`config.mk`:
```
export PLATFORM = sky130hd
export DESIGN_NAME = nav_subframe_word_encoder_top
export DESIGN_NICKNAME = d
export VERILOG_FILES = /design/src/nswe_pkg.sv /design/src/nav_subframe_word_encoder_top.sv
export SDC_FILE = /design/constraint.sdc
export NUM_CORES = 2
export LEC_CHECK = 0
export ABC_CLOCK_PERIOD_IN_PS = 12000
export BUFFER_PORTS_ARGS = -buffer_cell sky130_fd_sc_hd__buf_4
export CELL_PAD_IN_SITES_DETAIL_PLACEMENT = 1
export CELL_PAD_IN_SITES_GLOBAL_PLACEMENT = 2
export CORE_MARGIN = 4
export CORE_UTILIZATION = 40
export CTS_CLUSTER_DIAMETER = 50
export DETAILED_ROUTE_END_ITERATION = 12
export GPL_TIMING_DRIVEN = 0
export PLACE_DENSITY = 0.78
export SYNTH_ARGS = -nofsm -noshare
export SYNTH_HDL_FRONTEND = slang
export SYNTH_SLANG_ARGS = --single-unit
```
`constraint.sdc`:
```
create_clock -name aclk -period 12 [get_ports aclk]
set_input_delay 0.6 -clock aclk [delete_from_list [all_inputs] [get_ports aclk]]
set_output_delay 0.6 -clock aclk [all_outputs]
set_load 0.02 [all_outputs]
```
`src/nswe_pkg.sv`:
```
// ----------------------------------------------------------------------------
// nswe_pkg: navigation subframe word encoder shared definitions
// Timing constants, reciprocal multipliers, BCH(15,11) rows and helpers.
// ----------------------------------------------------------------------------
`default_nettype none

package nswe_pkg;

    // frame layout
    localparam logic [10:0] PREAMBLE = 11'h712;
    localparam logic [29:0] WEEK_MS  = 30'd604800000;
    localparam logic [3:0]  LAST_POS = 4'd9;

    // svid ranges for D1 timing, zero is unsupported
    localparam logic [5:0] SVID_NONE   = 6'd0;
    localparam logic [5:0] SVID_D1_MIN = 6'd6;
    localparam logic [5:0] SVID_D1_MAX = 6'd58;

    // reciprocal division of a 27-bit value x = ms >> 3
    localparam int X_W    = 27;
    localparam int MULT_W = 28;
    localparam int PROD_W = 57;
    localparam int Q_W    = 20;

    localparam int SH_125 = 34;
    localparam int SH_375 = 36;
    localparam int SH_750 = 37;
    localparam int SH_75  = 34;

    localparam logic [63:0] M125_FULL = ((64'd1 << SH_125) + 64'd124) / 64'd125;
    localparam logic [63:0] M375_FULL = ((64'd1 << SH_375) + 64'd374) / 64'd375;
    localparam logic [63:0] M750_FULL = ((64'd1 << SH_750) + 64'd749) / 64'd750;
    localparam logic [63:0] M75_FULL  = ((64'd1 << SH_75) + 64'd74) / 64'd75;

    localparam logic [MULT_W-1:0] M125 = M125_FULL[MULT_W-1:0];
    localparam logic [MULT_W-1:0] M375 = M375_FULL[MULT_W-1:0];
    localparam logic [MULT_W-1:0] M750 = M750_FULL[MULT_W-1:0];
    localparam logic [MULT_W-1:0] M75  = M75_FULL[MULT_W-1:0];

    // BCH(15,11) parity check rows
    localparam logic [14:0] BCH_ROW0 = 15'h7ac0;
    localparam logic [14:0] BCH_ROW1 = 15'h3d60;
    localparam logic [14:0] BCH_ROW2 = 15'h1eb0;
    localparam logic [14:0] BCH_ROW3 = 15'h7590;

    // per-beat control carried down the pipeline
    typedef struct packed {
        logic header;
        logic bad;
        logic d1;
        logic merge;
        logic last;
    } ctrl_t;

    // four parity bits for eleven information bits
    function automatic logic [3:0] bch_parity(input logic [10:0] info);
        logic [14:0] v;
        logic [3:0]  p;
        v    = {info, 4'b0000};
        p[3] = ^(v & BCH_ROW0);
        p[2] = ^(v & BCH_ROW1);
        p[1] = ^(v & BCH_ROW2);
        p[0] = ^(v & BCH_ROW3);
        return p;
    endfunction

    // two codewords sent alternately, first codeword first
    function automatic logic [29:0] interleave(input logic [14:0] c1,
                                               input logic [14:0] c2);
        logic [29:0] w;
        w = '0;
        for (int k = 0; k < 15; k++) begin
            w[29-2*k] = c1[14-k];
            w[28-2*k] = c2[14-k];
        end
        return w;
    endfunction

    // remainder by five, using 16 = 1 (mod 5) to fold nibbles
    function automatic logic [2:0] mod5(input logic [Q_W-1:0] q);
        logic [6:0] s1;
        logic [4:0] s2;
        logic [4:0] r;
        s1 = 7'(q[3:0]) + 7'(q[7:4]) + 7'(q[11:8]) + 7'(q[15:12]) + 7'(q[19:16]);
        s2 = 5'(s1[6:4]) + 5'(s1[3:0]);
        priority if (s2 >= 5'd20) begin
            r = s2 - 5'd20;
        end else if (s2 >= 5'd15) begin
            r = s2 - 5'd15;
        end else if (s2 >= 5'd10) begin
            r = s2 - 5'd10;
        end else if (s2 >= 5'd5) begin
            r = s2 - 5'd5;
        end else begin
            r = s2;
        end
        return r[2:0];
    endfunction

endpackage

`default_nettype wire

```
`src/nav_subframe_word_encoder_top.sv`:
```
// ----------------------------------------------------------------------------
// nav_subframe_word_encoder_top: navigation subframe word encoder
// Header beats give word 1 (preamble, subframe, seconds), or an all-zero
// word flagged bad for svid zero; data beats give interleaved BCH(15,11)
// coded words with seconds merged into word 2. Stages: input register, week
// reduction, reciprocal multiply, coding into the output register.
// Throughput: one beat per cycle; each stage holds one beat and moves on
// whenever the stage after it frees up, so only result stalls slow the input.
// Reset clears all valid flags, the word position and the stored seconds.
// ----------------------------------------------------------------------------
`default_nettype none

module nav_subframe_word_encoder_top (
    input  wire logic        aclk,
    input  wire logic        aresetn,
    input  wire logic        s_valid,
    output logic             s_ready,
    input  wire logic        s_header,
    input  wire logic [5:0]  s_svid,
    input  wire logic [29:0] s_time_ms,
    input  wire logic [21:0] s_data_word,
    output logic             m_valid,
    input  wire logic        m_ready,
    output logic [29:0]      m_coded_word,
    output logic             m_last_word,
    output logic             m_bad_svid
);

    // pipeline flow control
    logic v0_reg, v1_reg, v2_reg, mv_reg;
    logic v0_next, v1_next, v2_next, mv_next;
    logic load_out, load2, load1, s_beat;

    assign load_out = !mv_reg || m_ready;
    assign load2    = !v2_reg || load_out;
    assign load1    = !v1_reg || load2;
    assign s_ready  = !v0_reg || load1;
    assign s_beat   = s_valid && s_ready;

    assign v0_next = s_ready ? s_valid : v0_reg;
    assign v1_next = load1 ? v0_reg : v1_reg;
    assign v2_next = load2 ? v1_reg : v2_reg;
    assign mv_next = load_out ? v2_reg : mv_reg;

    always_ff @(posedge aclk) begin
        if (!aresetn) begin
            v0_reg <= 1'b0;
            v1_reg <= 1'b0;
            v2_reg <= 1'b0;
            mv_reg <= 1'b0;
        end else begin
            v0_reg <= v0_next;
            v1_reg <= v1_next;
            v2_reg <= v2_next;
            mv_reg <= mv_next;
        end
    end

    // word position tracking at the input beat
    logic [3:0]     wp_reg, wp_next;
    nswe_pkg::ctrl_t in_ctrl;

    always_comb begin
        in_ctrl.header = s_header;
        in_ctrl.bad    = s_header && (s_svid == nswe_pkg::SVID_NONE);
        in_ctrl.d1     = (s_svid >= nswe_pkg::SVID_D1_MIN) &&
                         (s_svid <= nswe_pkg::SVID_D1_MAX);
        in_ctrl.merge  = !s_header && (wp_reg == 4'd1);
        in_ctrl.last   = !s_header && (wp_reg >= nswe_pkg::LAST_POS);
        wp_next        = wp_reg;
        if (s_beat) begin
            if (s_header) begin
                wp_next = in_ctrl.bad ? 4'd0 : 4'd1;
            end else if (wp_reg != 4'd0) begin
                wp_next = (wp_reg >= nswe_pkg::LAST_POS) ? 4'd0 : wp_reg + 4'd1;
            end
        end
    end

    always_ff @(posedge aclk) begin
        if (!aresetn) begin
            wp_reg <= 4'd0;
        end else begin
            wp_reg <= wp_next;
        end
    end

    // stage 0: input register
    nswe_pkg::ctrl_t p0_ctrl_reg;
    logic [29:0]     p0_ms_reg;
    logic [21:0]     p0_data_reg;

    always_ff @(posedge aclk) begin
        if (s_ready) begin
            p0_ctrl_reg <= in_ctrl;
            p0_ms_reg   <= s_time_ms;
            p0_data_reg <= s_data_word;
        end
    end

    // stage 1: reduce time into one week
    nswe_pkg::ctrl_t p1_ctrl_reg;
    logic [29:0]     p1_ms_reg;
    logic [21:0]     p1_data_reg;
    logic [29:0]     ms_mod;

    assign ms_mod = (p0_ms_reg >= nswe_pkg::WEEK_MS) ? p0_ms_reg - nswe_pkg::WEEK_MS
                                                     : p0_ms_reg;

    always_ff @(posedge aclk) begin
        if (load1) begin
            p1_ctrl_reg <= p0_ctrl_reg;
            p1_ms_reg   <= ms_mod;
            p1_data_reg <= p0_data_reg;
        end
    end

    // stage 2: reciprocal multiplies for seconds and subframe quotients
    nswe_pkg::ctrl_t                p2_ctrl_reg;
    logic [21:0]                    p2_data_reg;
    logic [nswe_pkg::Q_W-1:0]       sow_q_reg, sub_q_reg;
    logic [nswe_pkg::X_W-1:0]       x_val;
    logic [nswe_pkg::MULT_W-1:0]    sow_mult, sub_mult;
    logic [nswe_pkg::PROD_W-1:0]    sow_prod, sub_prod;
    logic [nswe_pkg::Q_W-1:0]       sow_q, sub_q;

    always_comb begin
        x_val    = p1_ms_reg[29:3];
        sow_mult = p1_ctrl_reg.d1 ? nswe_pkg::M125 : nswe_pkg::M375;
        sub_mult = p1_ctrl_reg.d1 ? nswe_pkg::M750 : nswe_pkg::M75;
        sow_prod = nswe_pkg::PROD_W'(x_val) * nswe_pkg::PROD_W'(sow_mult);
        sub_prod = nswe_pkg::PROD_W'(x_val) * nswe_pkg::PROD_W'(sub_mult);
        sow_q    = p1_ctrl_reg.d1 ? sow_prod[nswe_pkg::SH_125 +: nswe_pkg::Q_W]
                                  : sow_prod[nswe_pkg::SH_375 +: nswe_pkg::Q_W];
        sub_q    = p1_ctrl_reg.d1 ? sub_prod[nswe_pkg::SH_750 +: nswe_pkg::Q_W]
                                  : sub_prod[nswe_pkg::SH_75 +: nswe_pkg::Q_W];
    end

    always_ff @(posedge aclk) begin
        if (load2) begin
            p2_ctrl_reg <= p1_ctrl_reg;
            p2_data_reg <= p1_data_reg;
            sow_q_reg   <= sow_q;
            sub_q_reg   <= sub_q;
        end
    end

    // stage 3: build word 1 or code a data word
    logic [11:0] sec_low_reg, sec_low_next;
    logic [19:0] sow_full;
    logic [2:0]  sub_num;
    logic [10:0] hdr_info;
    logic [29:0] hdr_word;
    logic [21:0] merged;
    logic [14:0] cw1, cw2;
    logic [29:0] data_word_coded;
    logic [29:0] coded;

    always_comb begin
        sow_full = p2_ctrl_reg.d1 ? sow_q_reg : sow_q_reg + {sow_q_reg[18:0], 1'b0};
        sub_num  = nswe_pkg::mod5(sub_q_reg) + 3'd1;
        hdr_info = {sub_num, sow_full[19:12]};
        hdr_word = {nswe_pkg::PREAMBLE, 4'b0000, hdr_info, nswe_pkg::bch_parity(hdr_info)};
        merged   = p2_ctrl_reg.merge ? (p2_data_reg | {sec_low_reg, 10'd0}) : p2_data_reg;
        cw1      = {merged[21:11], nswe_pkg::bch_parity(merged[21:11])};
        cw2      = {merged[10:0], nswe_pkg::bch_parity(merged[10:0])};
        data_word_coded = nswe_pkg::interleave(cw1, cw2);
        priority if (p2_ctrl_reg.bad) begin
            coded = '0;
        end else if (p2_ctrl_reg.header) begin
            coded = hdr_word;
        end else begin
            coded = data_word_coded;
        end
        sec_low_next = sec_low_reg;
        if (v2_reg && load_out && p2_ctrl_reg.header && !p2_ctrl_reg.bad) begin
            sec_low_next = sow_full[11:0];
        end
    end

    always_ff @(posedge aclk) begin
        if (!aresetn) begin
            sec_low_reg <= 12'd0;
        end else begin
            sec_low_reg <= sec_low_next;
        end
    end

    // output register
    logic [29:0] coded_reg;
    logic        last_reg, bad_reg;

    always_ff @(posedge aclk) begin
        if (load_out) begin
            coded_reg <= coded;
            last_reg  <= p2_ctrl_reg.last;
            bad_reg   <= p2_ctrl_reg.bad;
        end
    end

    assign m_valid      = mv_reg;
    assign m_coded_word = coded_reg;
    assign m_last_word  = last_reg;
    assign m_bad_svid   = bad_reg;

    // checks
    a_bad_word_zero: assert property (@(posedge aclk) disable iff (!aresetn)
        (m_valid && m_bad_svid) |-> (m_coded_word == '0 && !m_last_word))
        else $error("bad svid beat carries a nonzero word or last flag");

    a_pos_range: assert property (@(posedge aclk) disable iff (!aresetn)
        wp_reg <= nswe_pkg::LAST_POS)
        else $error("word position out of range");

    a_bad_hdr_idle: assert property (@(posedge aclk) disable iff (!aresetn)
        (s_beat && s_header && s_svid == nswe_pkg::SVID_NONE) |=> (wp_reg == 4'd0))
        else $error("unsupported header did not return to idle");

    a_last_wraps: assert property (@(posedge aclk) disable iff (!aresetn)
        (s_beat && !s_header && wp_reg == nswe_pkg::LAST_POS) |=> (wp_reg == 4'd0))
        else $error("tenth word did not end the subframe");

endmodule

`default_nettype wire

```
==> results by group <==
Global route
  • Initial antenna violation count: 6
  • GRT overflow: 0
  • Vias in the first global route: 32320
  • Total GRT Usage: 0.2510
  • Largest net degree at the start of global routing: 56
  • First-pass GRT wire length: 208.0 mm

STA
  • Final Hold Viols: 0
  • Achievable clock frequency: between 0.08 and 0.09 GHz
  • Pin slew with the least headroom to its limit: approximately 1.5 ns
  • Unrepaired setup endpoints after global routing: false
  • Slew margin rel.: 0.02078
  • Final Setup Violations: 0
  • Final Max Tran Viols: 0
  • Post-route minimum period: around 11 ns
  • Setup Skew: 0.01348 ns
  • Tcrit/Tclk final: 0.9310

Final layout
  • # fillers: between 10000 and 15000
  • Nets: 5787
  • Post-route design area: between 40000 and 50000 um2
  • Sequential Area: between 6000 and 7000 um2
  • Layout cell share with drive strength beyond 1: 0.04882
  • Area delta synth->final: 8.689%
  • Multi-input logic area: between 30000 and 40000 um2

Placed design
  • DP Area: between 40000 and 50000 um2
  • Detailed placement HPWL: about 120 mm
  • Placer Congestion: ~0.97
  • I/O Buffers: 95

Synthesis
  • Cell variety after synth: 84
  • Synth area leader: fa_1
  • Synthesized-area fraction occupied by adder cells: 0.5739
  • Synthesized cell area: 43170 um2
  • Post-synthesis mux area share: 0.007652
  • Yosys warning total: 0
  • Synth Flop Type: edfxtp_1
  • Post-synth ARST share: 0
  • Post-Synthesis Cells: approximately 4100
  • Post-synth EDFFs: 210
  • Post-synth top area share: 0.3988
  • Syn avg cell area: between 10 and 15 um2
  • Area contributors post-synth: fa_1, ha_1, edfxtp_1
  • Post-synthesis sequential area ratio: 0.1553
  • Largest family of logic cells by synthesized area: adder cells
  • Flop and latch count out of synthesis: 230
  • Post-Synth XOR/XNOR Area: 0.02408
  • Compound-Gate Fraction of Synth Area: 0.06849
  • Post-Synth Simple-Gate Area: 0.05214

CTS
  • CTS Buffer Depth: 3
  • Setup Fix Bufs, Post-CTS: 0
  • CTS buffer count: 28
  • CTS tree: built
  • Clk slew on worst S/H paths: 0.07 ns
  • # hold bufs at CTS: 0
  • Clk Tree Root Cell: clkbuf_16
  • CTS sink cnt: 230
  • Number of H-tree levels: 1
  • Worst-Skew Late Latency: 0.60 ns

Detailed routing
  • Iter 0 DRT Violations: about 1700
  • Detailed Routing Iterations Pass 1: 5
  • Post-route DRC: 0
  • Vias: 28960
  • Via/cell ratio: just over 5
  • DRT Wirelength: 138.3 mm
  • Avg WL per Cell: 24.32 um
  • Remaining antenna violation count after routing: 0

Floorplanning
  • Die X: approximately 340 um
  • FP Rows: 120
  • IO Pins: 97
  • Area of the core: around 110000 um2
  • Initial Utilization: 0.4033
  • DIE HEIGHT: roughly 340 um
  • Die Area: about 110000 um2

Job
  • Max-cap violations: 0

Worst setup path
  • CP arrival: about 12 ns
  • Critical Path RT: about 12 ns
  • Launch point of the critical path: p1_ctrl_reg[2]
  • Crit path max fanout: 10
  • Highest-delay cell along the critical path: a211oi_1
  • CP most frequent cell: fa_1
  • CP peak stage delay: 0.78 ns
  • CP endpoint kind: flip-flop
  • Worst r2r src: p1_ctrl_reg[2]
  • WS Path Type: reg -> reg
  • Worst Setup Start Kind: flip-flop

Run status
  • Status: finished clean

Min path
  • Hold Path Origin: s_data_word[7]
  • Worst Hold Class: in -> reg
==> cell type report <==
class | instances | share of cell area
multi-input cells | 2539 | 0.6709
flip-flops and latches | 230 | 0.1429
inverters | 1295 | 0.1036
plain buffers | 60 | 0.005493
clock inverters | 14 | 0.003627
well taps | 1403 | 0.03741
diodes | 1 | 0.00005333
repair buffers | 106 | 0.01973
clock buffers | 37 | 0.01629
==> cells in the mapped netlist, types with 32 or more instances <==
cell type / instances
o21ai_0: 52
nand3_1: 32
a21o_1: 82
nor2_1: 89
ha_1: 604
clkbuf_1: 44
nand2_1: 168
a21oi_1: 123
nor3_1: 38
edfxtp_1: 210
xnor2_1: 81
fa_1: 860
inv_1: 1294
==> what timing repair did <==
action,in CTS,in global routing
pin swaps,0,0
gates resized for setup,1,6
setup endpoints to repair,9,6
==> metal layers <==
| layer | track usage | vias to the layer above | wire length (um) |
|---|---|---|---|
| met5 | 0 | - | 53 |
| met4 | 0.08359 | 8 | 5839 |
| met3 | 0.04087 | 239 | 8098 |
| met2 | 0.4172 | 802 | 64340 |
| met1 | 0.3361 | 14920 | 59930 |
| li1 | - | 12990 | - |
==> worst max-delay path, delay by kind of cell (launching register included) <==
| family | cells | cell delay [ns] |
|---|---|---|
| AO/OA/AOI/OAI | 4 | 1.67 |
| AND/OR/NAND/NOR | 7 | 2.21 |
| flip-flops | 1 | 0.62 |
| buffers and inverters | 8 | 2.24 |
| adder cells (fa/ha/maj) | 8 | 4.10 |
==> cell families after synthesis <==
logic type	Yosys count
AO/OA/AOI/OAI	435
XOR/XNOR	113
adder cells (fa/ha/maj)	1464
buffers and inverters	1355
flip-flops	230
multiplexers	31
other	2
AND/OR/NAND/NOR	469
==> path summary, 6_finish.rpt <==
path / to / slack [ns] / cells past startpoint
worst min register to register: p2_data_reg[5] / 0.42 / 0
worst max-delay path: sub_q_reg[15] / 0.83 / 27
worst min-delay path: p0_data_reg[7] / 0.18 / 1
worst max register to register: sub_q_reg[15] / 0.83 / 27
==> layout by cell type, fill, tap and decap left out, types with 7 or more instances in the layout <==
| cell | synthesis | final |
|---|---|---|
| xnor2_1 | 81 | 81 |
| clkbuf_1 | 44 | 48 |
| a221oi_1 | 9 | 9 |
| buf_4 | 2 | 97 |
| edfxtp_1 | 210 | 210 |
| ha_1 | 604 | 604 |
| a21o_1 | 82 | 82 |
| nand2b_1 | 12 | 12 |
| nor2_1 | 89 | 86 |
| nand3_1 | 32 | 32 |
| a21oi_1 | 123 | 123 |
| or3_1 | 12 | 12 |
| mux2i_1 | 15 | 15 |
| a31oi_1 | 12 | 12 |
| nor2b_1 | 23 | 22 |
| o211ai_1 | 12 | 12 |
| and3_1 | 18 | 18 |
| fa_1 | 860 | 860 |
| or2_2 | 9 | 9 |
| clkbuf_16 | 0 | 28 |
| xor2_1 | 28 | 28 |
| nand4_1 | 18 | 18 |
| nand2_1 | 168 | 166 |
| o21a_1 | 23 | 23 |
| nor3_1 | 38 | 38 |
| conb_1 | 2 | 27 |
| and2_1 | 21 | 21 |
| o31ai_1 | 13 | 13 |
| mux2_2 | 15 | 15 |
| a211oi_1 | 30 | 30 |
| dfxtp_1 | 20 | 20 |
| o21ai_0 | 52 | 52 |
| inv_1 | 1294 | 1293 |
| o211a_1 | 7 | 7 |
| o21bai_1 | 11 | 11 |
==> metrics by stage <==
step	TNS [ns]	utilization	setup WS [ns]	hold WS (ns)	std cells
floorplan	0	-	4.236	0.4003	4124
global placement	-10.55	0.4272	-0.6896	0.4008	5622
detailed placement	-0.4607	0.4289	-0.1709	0.4052	5631
CTS	0	0.4377	0.08790	0.1402	5682
global route	0	0.4383	0.3318	0.1450	5684
finish	0	0.4383	0.8285	0.1790	5685
Power is not shown: default switching activity piles up to over one toggle a cycle in this logic, so the estimate is an artifact.
